===== src/rtl/core/sblm_pkg.sv =====
// ----------------------------------------------------------------------------
// sblm_pkg
// Widths, codes, command/status types and the remainder step shared by the
// serial-loaded bank mapper.
// ----------------------------------------------------------------------------
`default_nettype none

package sblm_pkg;

  localparam int OP_W       = 2;
  localparam int ADDR_W     = 16;
  localparam int DATA_W     = 8;
  localparam int MAP_W      = 22;
  localparam int MIR_W      = 3;
  localparam int PRG_CNT_W  = 8;
  localparam int CHR_CNT_W  = 7;
  localparam int CFG_IDX_W  = 2;
  localparam int CFG_DATA_W = 8;
  localparam int REG_W      = 5;
  localparam int WCNT_W     = 3;
  localparam int DIV_W      = 8;
  localparam int STEP_BITS  = 3;

  typedef enum logic [OP_W-1:0] {
    OP_CPU_RD = 2'd0,
    OP_CPU_WR = 2'd1,
    OP_PPU_RD = 2'd2,
    OP_PPU_WR = 2'd3
  } op_t;

  typedef enum logic [2:0] {
    KIND_NONE,
    KIND_PRG,
    KIND_CHR8,
    KIND_CHR4,
    KIND_RAW
  } map_kind_t;

  // Configuration register indexes
  localparam logic [CFG_IDX_W-1:0] CFG_PRG_COUNT = 2'd0;
  localparam logic [CFG_IDX_W-1:0] CFG_CHR_COUNT = 2'd1;
  localparam logic [CFG_IDX_W-1:0] CFG_HDR_MIR   = 2'd2;

  localparam logic [PRG_CNT_W-1:0] PRG_COUNT_RESET = 8'd2;
  localparam logic [CHR_CNT_W-1:0] CHR_COUNT_RESET = 7'd0;
  localparam logic [MIR_W-1:0]     HDR_MIR_RESET   = 3'd3;

  // Internal register targets, chosen by address bits 14:13
  localparam logic [1:0] SEL_CONTROL  = 2'd0;
  localparam logic [1:0] SEL_CHR_LOW  = 2'd1;
  localparam logic [1:0] SEL_CHR_HIGH = 2'd2;
  localparam logic [1:0] SEL_PRG      = 2'd3;

  localparam logic [REG_W-1:0]  CTRL_RESET     = 5'h0C;
  localparam logic [REG_W-1:0]  CTRL_PRG_MODE3 = 5'h0C;
  localparam logic [WCNT_W-1:0] LAST_SHIFT     = 3'd4;
  localparam logic [MIR_W-1:0]  MIR_FOUR       = 3'd4;

  localparam logic [1:0] PRG_MODE_FIX_FIRST = 2'd2;

  typedef struct packed {
    logic capture;
    logic emit;
  } sblm_cmd_t;

  typedef struct packed {
    logic slot_free;
  } sblm_status_t;

  // Restoring remainder over STEP_BITS dividend bits, MSB first.
  function automatic logic [DIV_W-1:0] rem_step(input logic [DIV_W-1:0]     rem_in,
                                                input logic [STEP_BITS-1:0] bits,
                                                input logic [DIV_W-1:0]     divisor);
    logic [DIV_W:0]   t;
    logic [DIV_W-1:0] r;
    r = rem_in;
    for (int i = STEP_BITS - 1; i >= 0; i--) begin
      t = {r, bits[i]};
      if (t >= {1'b0, divisor}) begin
        t = t - {1'b0, divisor};
      end
      r = t[DIV_W-1:0];
    end
    return r;
  endfunction

endpackage

`default_nettype wire


===== src/rtl/core/sblm_if.sv =====
// ----------------------------------------------------------------------------
// sblm channel interfaces
// Valid/ready channels for bus accesses in and mapping results out.
// ----------------------------------------------------------------------------
`default_nettype none

interface sblm_in_if;
  import sblm_pkg::*;
  logic              valid;
  logic              ready;
  logic [OP_W-1:0]   operation;
  logic [ADDR_W-1:0] address;
  logic [DATA_W-1:0] data;

  modport source (output valid, output operation, output address, output data,
                  input ready);
  modport sink   (input valid, input operation, input address, input data,
                  output ready);
endinterface

interface sblm_out_if;
  import sblm_pkg::*;
  logic             valid;
  logic             ready;
  logic             claimed;
  logic             address_valid;
  logic [MAP_W-1:0] mapped_address;
  logic [MIR_W-1:0] mirroring;

  modport source (output valid, output claimed, output address_valid,
                  output mapped_address, output mirroring, input ready);
  modport sink   (input valid, input claimed, input address_valid,
                  input mapped_address, input mirroring, output ready);
endinterface

`default_nettype wire


===== src/rtl/core/sblm_ctrl.sv =====
// ----------------------------------------------------------------------------
// sblm_ctrl
// Sequencer: takes a beat, then emits its result once the output slot frees.
// ----------------------------------------------------------------------------
`default_nettype none

module sblm_ctrl (
  input  logic                  clk,
  input  logic                  rst_n,
  input  logic                  in_valid,
  input  sblm_pkg::sblm_status_t status,
  output logic                  in_ready,
  output sblm_pkg::sblm_cmd_t    cmd
);
  import sblm_pkg::*;

  typedef enum logic {
    S_IDLE,
    S_EMIT
  } state_t;

  state_t state_r;
  logic   in_ready_r;

  always_ff @(posedge clk) begin
    if (!rst_n) begin
      state_r    <= S_IDLE;
      in_ready_r <= 1'b1;
    end else begin
      case (state_r)
        S_IDLE: begin
          if (in_valid && in_ready_r) begin
            state_r    <= S_EMIT;
            in_ready_r <= 1'b0;
          end
        end
        S_EMIT: begin
          // hold until the output register can take the result
          if (status.slot_free) begin
            state_r    <= S_IDLE;
            in_ready_r <= 1'b1;
          end
        end
        default: begin
          state_r    <= S_IDLE;
          in_ready_r <= 1'b1;
        end
      endcase
    end
  end

  always_comb begin
    cmd.capture = in_valid && in_ready_r;
    cmd.emit    = (state_r == S_EMIT) && status.slot_free;
  end

  assign in_ready = in_ready_r;

endmodule

`default_nettype wire


===== src/rtl/core/sblm_datapath.sv =====
// ----------------------------------------------------------------------------
// sblm_datapath
// Config and mapper registers, access decode, two-step bank remainder and
// the output register.
// ----------------------------------------------------------------------------
`default_nettype none

module sblm_datapath (
  input  logic                              clk,
  input  logic                              rst_n,
  input  logic                              cfg_we,
  input  logic [sblm_pkg::CFG_IDX_W-1:0]    cfg_index,
  input  logic [sblm_pkg::CFG_DATA_W-1:0]   cfg_wdata,
  input  logic [sblm_pkg::OP_W-1:0]         in_operation,
  input  logic [sblm_pkg::ADDR_W-1:0]       in_address,
  input  logic [sblm_pkg::DATA_W-1:0]       in_data,
  input  sblm_pkg::sblm_cmd_t               cmd,
  output sblm_pkg::sblm_status_t            status,
  input  logic                              out_ready,
  output logic                              out_valid,
  output logic                              out_claimed,
  output logic                              out_address_valid,
  output logic [sblm_pkg::MAP_W-1:0]        out_mapped_address,
  output logic [sblm_pkg::MIR_W-1:0]        out_mirroring
);
  import sblm_pkg::*;

  // configuration
  logic [PRG_CNT_W-1:0] prg_cnt_r;
  logic [CHR_CNT_W-1:0] chr_cnt_r;
  logic [MIR_W-1:0]     hdr_mir_r;

  // mapper state
  logic [REG_W-1:0]  shift_r;
  logic [WCNT_W-1:0] wcnt_r;
  logic [REG_W-1:0]  ctrl_r;
  logic [REG_W-1:0]  chr_lo_r;
  logic [REG_W-1:0]  chr_hi_r;
  logic [REG_W-1:0]  prg_sel_r;
  logic              ctrl_written_r;

  // job in flight
  map_kind_t             kind_r;
  logic                  claimed_r;
  logic                  bypass_r;
  logic [ADDR_W-1:0]     addr_r;
  logic [STEP_BITS-1:0]  low_bits_r;
  logic [DIV_W-1:0]      rem_r;
  logic [DIV_W-1:0]      div_r;

  // output register
  logic                  out_valid_r;
  logic                  out_claimed_r;
  logic                  out_addr_valid_r;
  logic [MAP_W-1:0]      out_mapped_r;
  logic [MIR_W-1:0]      out_mir_r;

  // decode of the incoming beat
  op_t                     op;
  logic                    cpu_hit;
  logic                    ppu_lo;
  logic                    chr_ram;
  map_kind_t               kind_nxt;
  logic                    claimed_nxt;
  logic                    bypass_nxt;
  logic [REG_W-1:0]        bank_nxt;
  logic [DIV_W-1:0]        div_nxt;
  logic [2*STEP_BITS-1:0]  dividend;

  // serial load
  logic              wr_hit;
  logic [REG_W-1:0]  shift_v;

  // emit
  logic [DIV_W-1:0]  rem_final;
  logic [DIV_W-1:0]  bank_final;
  logic [MAP_W-1:0]  mapped_nxt;
  logic [MIR_W-1:0]  mir_nxt;

  assign op      = op_t'(in_operation);
  assign cpu_hit = in_address[ADDR_W-1] && (prg_cnt_r != '0);
  assign ppu_lo  = (in_address[ADDR_W-1:13] == '0);
  assign chr_ram = (chr_cnt_r == '0);

  always_comb begin
    kind_nxt    = KIND_NONE;
    claimed_nxt = 1'b0;
    bypass_nxt  = 1'b0;
    bank_nxt    = '0;
    div_nxt     = prg_cnt_r;
    case (op)
      OP_CPU_RD: begin
        if (cpu_hit) begin
          claimed_nxt = 1'b1;
          kind_nxt    = KIND_PRG;
          case (ctrl_r[3:2])
            2'd0, 2'd1: bank_nxt = {1'b0, prg_sel_r[3:1], in_address[14]};
            PRG_MODE_FIX_FIRST: begin
              bank_nxt = in_address[14] ? {1'b0, prg_sel_r[3:0]} : '0;
            end
            default: begin
              // fixed last bank above 0xC000
              if (in_address[14]) begin
                bypass_nxt = 1'b1;
              end else begin
                bank_nxt = {1'b0, prg_sel_r[3:0]};
              end
            end
          endcase
        end
      end
      OP_CPU_WR: begin
        claimed_nxt = cpu_hit;
      end
      OP_PPU_RD: begin
        if (ppu_lo) begin
          claimed_nxt = 1'b1;
          if (chr_ram) begin
            kind_nxt = KIND_RAW;
          end else if (!ctrl_r[4]) begin
            kind_nxt = KIND_CHR8;
            bank_nxt = {1'b0, chr_lo_r[4:1]};
            div_nxt  = {1'b0, chr_cnt_r};
          end else begin
            kind_nxt = KIND_CHR4;
            bank_nxt = in_address[12] ? chr_hi_r : chr_lo_r;
            div_nxt  = {chr_cnt_r, 1'b0};
          end
        end
      end
      OP_PPU_WR: begin
        if (ppu_lo && chr_ram) begin
          claimed_nxt = 1'b1;
          kind_nxt    = KIND_RAW;
        end
      end
      default: begin
        kind_nxt    = KIND_NONE;
        claimed_nxt = 1'b0;
      end
    endcase
  end

  assign dividend = {{(2*STEP_BITS-REG_W){1'b0}}, bank_nxt};

  // config port
  always_ff @(posedge clk) begin
    if (!rst_n) begin
      prg_cnt_r <= PRG_COUNT_RESET;
      chr_cnt_r <= CHR_COUNT_RESET;
      hdr_mir_r <= HDR_MIR_RESET;
    end else if (cfg_we) begin
      case (cfg_index)
        CFG_PRG_COUNT: prg_cnt_r <= cfg_wdata[PRG_CNT_W-1:0];
        CFG_CHR_COUNT: chr_cnt_r <= cfg_wdata[CHR_CNT_W-1:0];
        CFG_HDR_MIR:   hdr_mir_r <= cfg_wdata[MIR_W-1:0];
        default: ;
      endcase
    end
  end

  // serial register load on claimed CPU writes
  assign wr_hit  = cmd.capture && (op == OP_CPU_WR) && cpu_hit;
  assign shift_v = {in_data[0], shift_r[REG_W-1:1]};

  always_ff @(posedge clk) begin
    if (!rst_n) begin
      shift_r        <= '0;
      wcnt_r         <= '0;
      ctrl_r         <= CTRL_RESET;
      chr_lo_r       <= '0;
      chr_hi_r       <= '0;
      prg_sel_r      <= '0;
      ctrl_written_r <= 1'b0;
    end else if (wr_hit) begin
      if (in_data[DATA_W-1]) begin
        shift_r <= '0;
        wcnt_r  <= '0;
        ctrl_r  <= ctrl_r | CTRL_PRG_MODE3;
      end else if (wcnt_r < LAST_SHIFT) begin
        shift_r <= shift_v;
        wcnt_r  <= wcnt_r + 1'b1;
      end else begin
        shift_r <= '0;
        wcnt_r  <= '0;
        case (in_address[14:13])
          SEL_CONTROL: begin
            ctrl_r         <= shift_v;
            ctrl_written_r <= 1'b1;
          end
          SEL_CHR_LOW:  chr_lo_r  <= shift_v;
          SEL_CHR_HIGH: chr_hi_r  <= shift_v;
          SEL_PRG:      prg_sel_r <= shift_v;
          default: ;
        endcase
      end
    end
  end

  // capture the beat and run the first remainder step
  always_ff @(posedge clk) begin
    if (cmd.capture) begin
      kind_r     <= kind_nxt;
      claimed_r  <= claimed_nxt;
      bypass_r   <= bypass_nxt;
      addr_r     <= in_address;
      low_bits_r <= dividend[STEP_BITS-1:0];
      div_r      <= div_nxt;
      rem_r      <= rem_step('0, dividend[2*STEP_BITS-1:STEP_BITS], div_nxt);
    end
  end

  // second remainder step and address assembly
  assign rem_final  = rem_step(rem_r, low_bits_r, div_r);
  assign bank_final = bypass_r ? (prg_cnt_r - 1'b1) : rem_final;

  always_comb begin
    case (kind_r)
      KIND_PRG:  mapped_nxt = {bank_final, addr_r[13:0]};
      KIND_CHR8: mapped_nxt = {2'b00, bank_final[6:0], addr_r[12:0]};
      KIND_CHR4: mapped_nxt = {2'b00, bank_final, addr_r[11:0]};
      KIND_RAW:  mapped_nxt = {{(MAP_W-ADDR_W){1'b0}}, addr_r};
      default:   mapped_nxt = '0;
    endcase
  end

  always_comb begin
    if (ctrl_written_r) begin
      mir_nxt = {1'b0, ctrl_r[1:0]};
    end else begin
      mir_nxt = (hdr_mir_r > MIR_FOUR) ? MIR_FOUR : hdr_mir_r;
    end
  end

  // output register
  always_ff @(posedge clk) begin
    if (!rst_n) begin
      out_valid_r <= 1'b0;
    end else if (cmd.emit) begin
      out_valid_r <= 1'b1;
    end else if (out_ready) begin
      out_valid_r <= 1'b0;
    end
  end

  always_ff @(posedge clk) begin
    if (cmd.emit) begin
      out_claimed_r    <= claimed_r;
      out_addr_valid_r <= (kind_r != KIND_NONE);
      out_mapped_r     <= mapped_nxt;
      out_mir_r        <= mir_nxt;
    end
  end

  assign status.slot_free   = !out_valid_r || out_ready;
  assign out_valid          = out_valid_r;
  assign out_claimed        = out_claimed_r;
  assign out_address_valid  = out_addr_valid_r;
  assign out_mapped_address = out_mapped_r;
  assign out_mirroring      = out_mir_r;

endmodule

`default_nettype wire


===== src/rtl/core/serial_loaded_bank_mapper_unit.sv =====
// ----------------------------------------------------------------------------
// serial_loaded_bank_mapper_unit
// Serial-loaded PRG/CHR bank mapper: claims and maps CPU and PPU accesses.
// ----------------------------------------------------------------------------
//
//   channel  | dir | beat contents
//   ---------+-----+----------------------------------------------------------
//   in_ch    | in  | operation, address, data (one bus access)
//   out_ch   | out | claimed, address_valid, mapped_address, mirroring
//   cfg_*    | in  | write enable, register index, write data (no read-back)
//
// The accept cycle decodes the access and runs the upper half of the bank
// remainder into the job registers; the lower half runs from them as the
// output register loads. The remainder unit (bank mod bank count) takes three
// bits per step. A new beat is taken only once the last result is in the output
// register, and a stall on out_ch holds the block after its current beat.
// Reset is synchronous; after it the mapper holds the power-on register set.
//
`default_nettype none

module serial_loaded_bank_mapper_unit (
  input  logic                            clk,
  input  logic                            rst_n,
  sblm_in_if.sink                         in_ch,
  sblm_out_if.source                      out_ch,
  input  logic                            cfg_we,
  input  logic [sblm_pkg::CFG_IDX_W-1:0]  cfg_index,
  input  logic [sblm_pkg::CFG_DATA_W-1:0] cfg_wdata
);
  import sblm_pkg::*;

  sblm_cmd_t    cmd;
  sblm_status_t status;
  logic         in_ready;

  // Sequencer: accept one beat, then release its result when the slot frees.
  sblm_ctrl u_ctrl (
    .clk      (clk),
    .rst_n    (rst_n),
    .in_valid (in_ch.valid),
    .status   (status),
    .in_ready (in_ready),
    .cmd      (cmd)
  );

  // Datapath: registers, decode, remainder and the output register that
  // parts the two channels.
  sblm_datapath u_datapath (
    .clk                (clk),
    .rst_n              (rst_n),
    .cfg_we             (cfg_we),
    .cfg_index          (cfg_index),
    .cfg_wdata          (cfg_wdata),
    .in_operation       (in_ch.operation),
    .in_address         (in_ch.address),
    .in_data            (in_ch.data),
    .cmd                (cmd),
    .status             (status),
    .out_ready          (out_ch.ready),
    .out_valid          (out_ch.valid),
    .out_claimed        (out_ch.claimed),
    .out_address_valid  (out_ch.address_valid),
    .out_mapped_address (out_ch.mapped_address),
    .out_mirroring      (out_ch.mirroring)
  );

  assign in_ch.ready = in_ready;

endmodule

`default_nettype wire


===== src/flat_wrapper.sv =====
// flat-port wrapper written by rule: the top's interface ports become plain ports
module serial_loaded_bank_mapper_unit_flat import sblm_pkg::*;
  (clk, rst_n, cfg_we, cfg_index, cfg_wdata, in_ch_valid, in_ch_operation, in_ch_address, in_ch_data, in_ch_ready, out_ch_valid, out_ch_claimed, out_ch_address_valid, out_ch_mapped_address, out_ch_mirroring, out_ch_ready);
  sblm_in_if in_ch_i ();
  sblm_out_if out_ch_i ();
  input  logic clk;
  input  logic rst_n;
  input  logic cfg_we;
  input  logic [sblm_pkg::CFG_IDX_W-1:0] cfg_index;
  input  logic [sblm_pkg::CFG_DATA_W-1:0] cfg_wdata;
  input wire logic [$bits(in_ch_i.valid)-1:0] in_ch_valid;
  input wire logic [$bits(in_ch_i.operation)-1:0] in_ch_operation;
  input wire logic [$bits(in_ch_i.address)-1:0] in_ch_address;
  input wire logic [$bits(in_ch_i.data)-1:0] in_ch_data;
  output wire logic [$bits(in_ch_i.ready)-1:0] in_ch_ready;
  output wire logic [$bits(out_ch_i.valid)-1:0] out_ch_valid;
  output wire logic [$bits(out_ch_i.claimed)-1:0] out_ch_claimed;
  output wire logic [$bits(out_ch_i.address_valid)-1:0] out_ch_address_valid;
  output wire logic [$bits(out_ch_i.mapped_address)-1:0] out_ch_mapped_address;
  output wire logic [$bits(out_ch_i.mirroring)-1:0] out_ch_mirroring;
  input wire logic [$bits(out_ch_i.ready)-1:0] out_ch_ready;
  assign in_ch_i.valid = in_ch_valid;
  assign in_ch_i.operation = in_ch_operation;
  assign in_ch_i.address = in_ch_address;
  assign in_ch_i.data = in_ch_data;
  assign in_ch_ready = in_ch_i.ready;
  assign out_ch_valid = out_ch_i.valid;
  assign out_ch_claimed = out_ch_i.claimed;
  assign out_ch_address_valid = out_ch_i.address_valid;
  assign out_ch_mapped_address = out_ch_i.mapped_address;
  assign out_ch_mirroring = out_ch_i.mirroring;
  assign out_ch_i.ready = out_ch_ready;
  serial_loaded_bank_mapper_unit u_core (.clk(clk), .rst_n(rst_n), .in_ch(in_ch_i), .out_ch(out_ch_i), .cfg_we(cfg_we), .cfg_index(cfg_index), .cfg_wdata(cfg_wdata));
endmodule

===== config.mk =====
export PLATFORM = sky130hd
export DESIGN_NAME = serial_loaded_bank_mapper_unit_flat
export DESIGN_NICKNAME = d
export VERILOG_FILES = /design/src/rtl/core/sblm_pkg.sv /design/src/rtl/core/sblm_if.sv /design/src/rtl/core/sblm_ctrl.sv /design/src/rtl/core/sblm_datapath.sv /design/src/rtl/core/serial_loaded_bank_mapper_unit.sv /design/src/flat_wrapper.sv
export SDC_FILE = /design/constraint.sdc
export NUM_CORES = 1
export LEC_CHECK = 0
export BUFFER_PORTS_ARGS = -buffer_cell sky130_fd_sc_hd__buf_2
export CORE_MARGIN = 1.5
export CORE_UTILIZATION = 60
export DETAILED_ROUTE_END_ITERATION = 6
export PLACE_DENSITY = 0.82
export SLEW_MARGIN = 20
export SYNTH_ARGS = -nofsm -noshare
export SYNTH_HDL_FRONTEND = slang
export SYNTH_HIERARCHICAL = 1
export SYNTH_SLANG_ARGS = --single-unit

===== constraint.sdc =====
create_clock -name clk -period 18.09 [get_ports clk]
set_input_delay 1.809 -clock clk [delete_from_list [all_inputs] [get_ports clk]]
set_output_delay 1.809 -clock clk [all_outputs]
set_load 0.02 [all_outputs]

### After elaboration in Yosys (flattened, before gate mapping)

Index checks and enable logic that the tools add are counted.
W data, S select, Z words.

* flip-flop bits (word level): 116
* output and inout bits: 29
* logic and storage cells: 144

* add/sub/neg operators: 8
* magnitude comparators: 8
* equal/unequal tests: 17
* mux-type cells: 51
* bitwise gates (word level): 5
* reductions and logical operators: 29

Operator list (number)
* $mux W8: 13
* $pmux W22 S4: 1
* $ge A9 B8 Y1: 5
* $sub A8 B8 Y8: 5
* $mux W5: 6
* $mux W4: 6
* $mux W3: 6
* $reduce_and A4 Y1: 4
* $eq A2 B2 Y1 const B: 6
* $mux W1: 12
* $pmux W5 S2: 1
* $pmux W3 S3: 1
* $eq A2 B1 Y1 const B: 4
* $ge A1 B8 Y1 const A: 1
* $logic_not A2 Y1: 4
* $pmux W4 S2: 1
* $reduce_and A2 Y1: 4
* $reduce_bool A8 Y1: 1
* $sub A1 B8 Y8 const A: 1
* $sub A8 B1 Y8 const B: 1
* $logic_not A7 Y1: 1
* $eq A3 B2 Y1 const B: 2
* $logic_and A1 B1 Y1: 6
* $ne A2 B2 Y1 const B: 3
* other kinds (17): 23

### Depth between registers and ports, before layout

* word-level depth: 12
* mapped depth: 30
* gate-level depth less buffers: 28

### By module

The synthesis kept the hierarchy.

Modules (own cells, without submodules)
* sblm_datapath: instances 1, cells each 711, area each 7078.0 um^2, seq. area each 2932.8 um^2
* sblm_ctrl: instances 1, cells each 10, area each 90.1 um^2, seq. area each 40.0 um^2

### Worst setup path before layout

No wires, ideal clock.

* path type: input to register
* start point: input in_ch_address[14]
* end point: register u_core.u_datapath.rem_r[2] (data pin)
* setup time: 260 ps
* arrival: 8049 ps
* required time: 17830 ps
* setup slack: 9781 ps
* stages: 30
* path buffers: 2
* cell sequence: buf_6 > or4b_4 > a211oi_4 > buf_6 > nand2_1 > o21ai_0 > ha_1 > nand2_1 > nor4_1 > and2_1 > ha_1 > a21o_1 > o31ai_1 > a21oi_1 > o21ai_1 > a21boi_1 > nor2_1 > mux2_2 > inv_1 > ha_1 > nor2b_1 > o21ai_0 > a21boi_0 > o21ai_0 > nand2b_1 > a21o_1 > a21o_1 > o21bai_1 > a221oi_4 > mux2_2

* cells in the longest elaborated chain, start to end: 11
* elaborated cells between the ends (all ways): 20

Ends and longest elaborated chain
* start, declared: RTL line flat_wrapper.sv:13 `input wire logic [$bits(in_ch_i.address)-1:0] in_ch_address;`
* $logic_not A3 Y1: RTL line sblm_datapath.sv:82 `assign ppu_lo = (in_address[ADDR_W-1:13] == '0);`
* $mux W8: RTL line sblm_datapath.sv:116 `if (ppu_lo) begin`
* $mux W8: RTL line sblm_datapath.sv:91 `case (op)`
* $sub A1 B8 Y8 / $ge A1 B8 Y1 (equally long branches): RTL line sblm_pkg.sv:80, sblm_pkg.sv:79
* $mux W8: RTL line sblm_pkg.sv:79 `if (t >= {1'b0, divisor}) begin`
* $mux W8: RTL line sblm_datapath.sv:202 `if (cmd.capture) begin`
* $sub A8 B8 Y8 / $ge A9 B8 Y1 (equally long branches): RTL line sblm_pkg.sv:80, sblm_pkg.sv:79
* $mux W8: RTL line sblm_pkg.sv:79
* $mux W8: RTL line sblm_datapath.sv:202
* $sub A8 B8 Y8 / $ge A9 B8 Y1 (equally long branches): RTL line sblm_pkg.sv:80, sblm_pkg.sv:79
* $mux W8 *: RTL line sblm_pkg.sv:79
* end signal, assigned: RTL line sblm_datapath.sv:209 `rem_r <= rem_step('0, dividend[2*STEP_BITS-1:STEP_BITS], div_nxt);`
* end, declared: RTL line sblm_datapath.sv:48 `logic [DIV_W-1:0] rem_r;`

Mark *: on every way between the ends. The rest lies on a longest branch, timed or not. The select of a mux whose other input is x is not followed.
A chain may end at the register's enable or synchronous reset.

### Worst setup path in the final report

* start point: input in_ch_address[14]
* end point: register u_core.u_datapath.rem_r[7] (data pin)

The elaborated chain is that of the path after synthesis.

==> out/summary.txt <==
post-synthesis xor/xnor area fraction -> 0.02810
Crit path buffers/inverters -> 2
ys async rst share -> 0
worst setup margin -> 8.778 ns
status -> finished clean
hold crit path type -> reg2reg
crit path DAT -> 9.47 ns
GRT Resource Usage Total -> 0.2588
pre-CTS setup slack -> 8.530 ns
largest net degree at the start of global routing -> 50
CTS max path bufs -> 2
clock root buffer master -> clkbuf_16
worst setup path category -> in2reg
die area -> 12610 um2
Rows -> 39
Synth Area in Adders -> 0.09077
post_cts resized -> 0
number of port buffers -> 63
YS warnings -> 6
fin nets -> 873
antenna cell count -> 0
final setup vio count -> 0
max_slew headroom -> 0.3136
total iterations of the first detailed-routing run -> 7
CTS buffer count -> 17
clk slew on worst S/H paths -> 0.05 ns
fin util -> 0.7105
hold-critical path depth -> 0
post-synthesis sequential area ratio -> 0.4147
Crit path max-delay family -> compound AO/OA/AOI/OAI gates
Skew-Pair Late Insertion Delay -> 0.42 ns
Synth cell types -> 66
Final min period -> 9.312 ns
Synth Cell Area -> 7168 um2
# IOs -> 70
Iter 0 DRT Violations -> 448
fin. max-slew vios -> 0
RSZ-0062 raised after global routing -> false
grt total ovfl -> 0
fin crit share -> 0.5147
Post-synth EDFFs -> 67
DR vias -> 5595
synth-to-layout area growth -> 14.14%
main flop type after synthesis -> edfxtp_1
max cap viols -> 0
skew final -> 0.01135 ns
#FFs+latches synth -> 115
initial antenna violation count -> 0
global-route wire length before repair -> 26.03 mm
Mapped Cells -> 721
Vias/cell -> 5.958
Core ar. -> 11520 um2
DR DRC count -> 0
crit path launch type -> input pin
critical path depth -> 29
CP endpoint kind -> flop
slowest CP cell -> a211oi_4
Simple-Gate Fraction of Synth Area -> 0.1824
H-tree depth -> 4
WL per Instance -> 16.74 um
remaining antenna violation count after routing -> 0
WHS -> 0.4430 ns
post-CTS setup buffers -> 0
post-synthesis compound-gate area fraction -> 0.1292
mux share of post-synthesis cell area -> 0.1171
worst-margin pin slew -> 1.022 ns
chip width -> 112.3 um
CTS tree -> built
Leakage Power -> 3.336 nW
Peak VDD IR -> 0.07828 mV
WP data required -> 18.25 ns
CTS hold repair buffers -> 0
fmax -> 107.4 MHz
Starting Density -> 0.6224
critical path's largest stage delay -> 0.80 ns
Worst Path Max Fanout -> 22
number of global-route vias before repair -> 5420
post-DP HPWL -> 11.44 mm
Setup TNS -> 0 ns
R2R depth -> 27
# clock sinks -> 115
layout cells sized above 1 -> 0.1671
main combinational cell family by area after synthesis -> simple AND/OR/NAND/NOR gates
Power per Cell Area -> 135.5 nW/um2
Avg Cell Area, Syn -> 9.942 um2
RD Place Congestion -> 0.8901
DRT Wirelength -> 15.72 mm
final hold viol count -> 0
die height -> 112.3 um
==> power breakdown <==
group	internal (mW)	leakage [nW]	switching, mW
logic	0.210	2.02	0.252
registers	0.299	1.03	0.00894
clock network	0.217	0.290	0.122
total	0.726	3.34	0.383
==> logic make-up after synthesis <==
logic type / after synthesis
fa+ha+maj: 49
mux: 81
compound gates: 134
xor+xnor: 23
other cells: 1
buf+inv: 67
flops: 115
simple gates: 251
==> layout make-up <==
class / count / area [um2]
clock buffers: 17 / 425.4
multi-input cells: 541 / 3938
flip-flops and latches: 115 / 2973
inverters: 44 / 165.2
well taps: 143 / 178.9
repair buffers: 64 / 322.8
fillers: 802 / 3334
clock inverters: 15 / 178.9
==> synth_stat cells, types with 10 or more instances <==
cell type / number / area share
mux2i_1: 58 / 0.081
ha_1: 44 / 0.077
a21o_1: 10 / 0.010
inv_1: 42 / 0.022
nand3_1: 17 / 0.012
and2_1: 17 / 0.015
a21oi_1: 34 / 0.024
nor2_1: 62 / 0.032
o21ai_0: 23 / 0.016
clkbuf_1: 19 / 0.0099
edfxtp_1: 67 / 0.28
mux2_2: 23 / 0.036
xnor2_1: 17 / 0.021
nor2b_1: 49 / 0.043
nand2_1: 45 / 0.024
dfxtp_1: 48 / 0.13
==> layout by cell type, fill, tap and decap left out, drive strengths merged, types with 8 or more instances in the layout <==
| master | Yosys | routed |
|---|---|---|
| edfxtp | 67 | 67 |
| buf | 4 | 64 |
| nor2 | 63 | 63 |
| mux2i | 58 | 58 |
| nor2b | 49 | 49 |
| dfxtp | 48 | 48 |
| inv | 43 | 47 |
| nand2 | 45 | 45 |
| ha | 44 | 44 |
| a21oi | 34 | 34 |
| o21ai | 25 | 25 |
| mux2 | 23 | 23 |
| and2 | 19 | 19 |
| clkbuf | 19 | 17 |
| nand3 | 17 | 17 |
| xnor2 | 17 | 17 |
| a21o | 10 | 10 |
| a21boi | 10 | 10 |
| nor3 | 9 | 9 |
| nand4 | 9 | 9 |
| a211oi | 9 | 9 |
| nand2b | 8 | 8 |
==> sequential cells by signal, summed over array words and instances (netlist names), 5 cells and up <==
| register | count |
|---|---|
| u_core/u_datapath/ctrl_r | 5 |
| u_core/u_datapath/prg_cnt_r | 8 |
| u_core/u_datapath/chr_lo_r | 5 |
| u_core/u_datapath/out_mapped_address | 22 |
| u_core/u_datapath/addr_r | 16 |
| u_core/u_datapath/chr_cnt_r | 7 |
| u_core/u_datapath/chr_hi_r | 5 |
| u_core/u_datapath/rem_r | 8 |
| u_core/u_datapath/div_r | 8 |
==> final timing paths <==
kind                                                       to                      startpoint  slack [ns]
worst max register to register     u_core/u_datapath/rem_r[7]  u_core/u_datapath/chr_cnt_r[3]       10.06
worst min-delay path            u_core/u_datapath/out_claimed     u_core/u_datapath/claimed_r        0.44
worst max-delay path               u_core/u_datapath/rem_r[7]               in_ch_address[14]        8.78
worst min register to register  u_core/u_datapath/out_claimed     u_core/u_datapath/claimed_r        0.44
==> layer usage <==
metal	vias up	wire length, um	track usage
li1	2728	-	-
met1	2667	6931	0.3286
met2	166	7718	0.4405
met3	34	716	0.05292
met4	0	352	0.09367
met5	-	0	0
==> stage by stage <==
step	area [um2]	std cells	power, mW
3_5_place_dp	7577	907	0.7605
2_1_floorplan	7176	723	0.6733
5_1_grt	8182	939	1.168
4_1_cts	8182	939	1.101
6_report	8182	939	1.109
3_3_place_gp	7577	907	0.7404
Power figures use the tool's default switching activity.
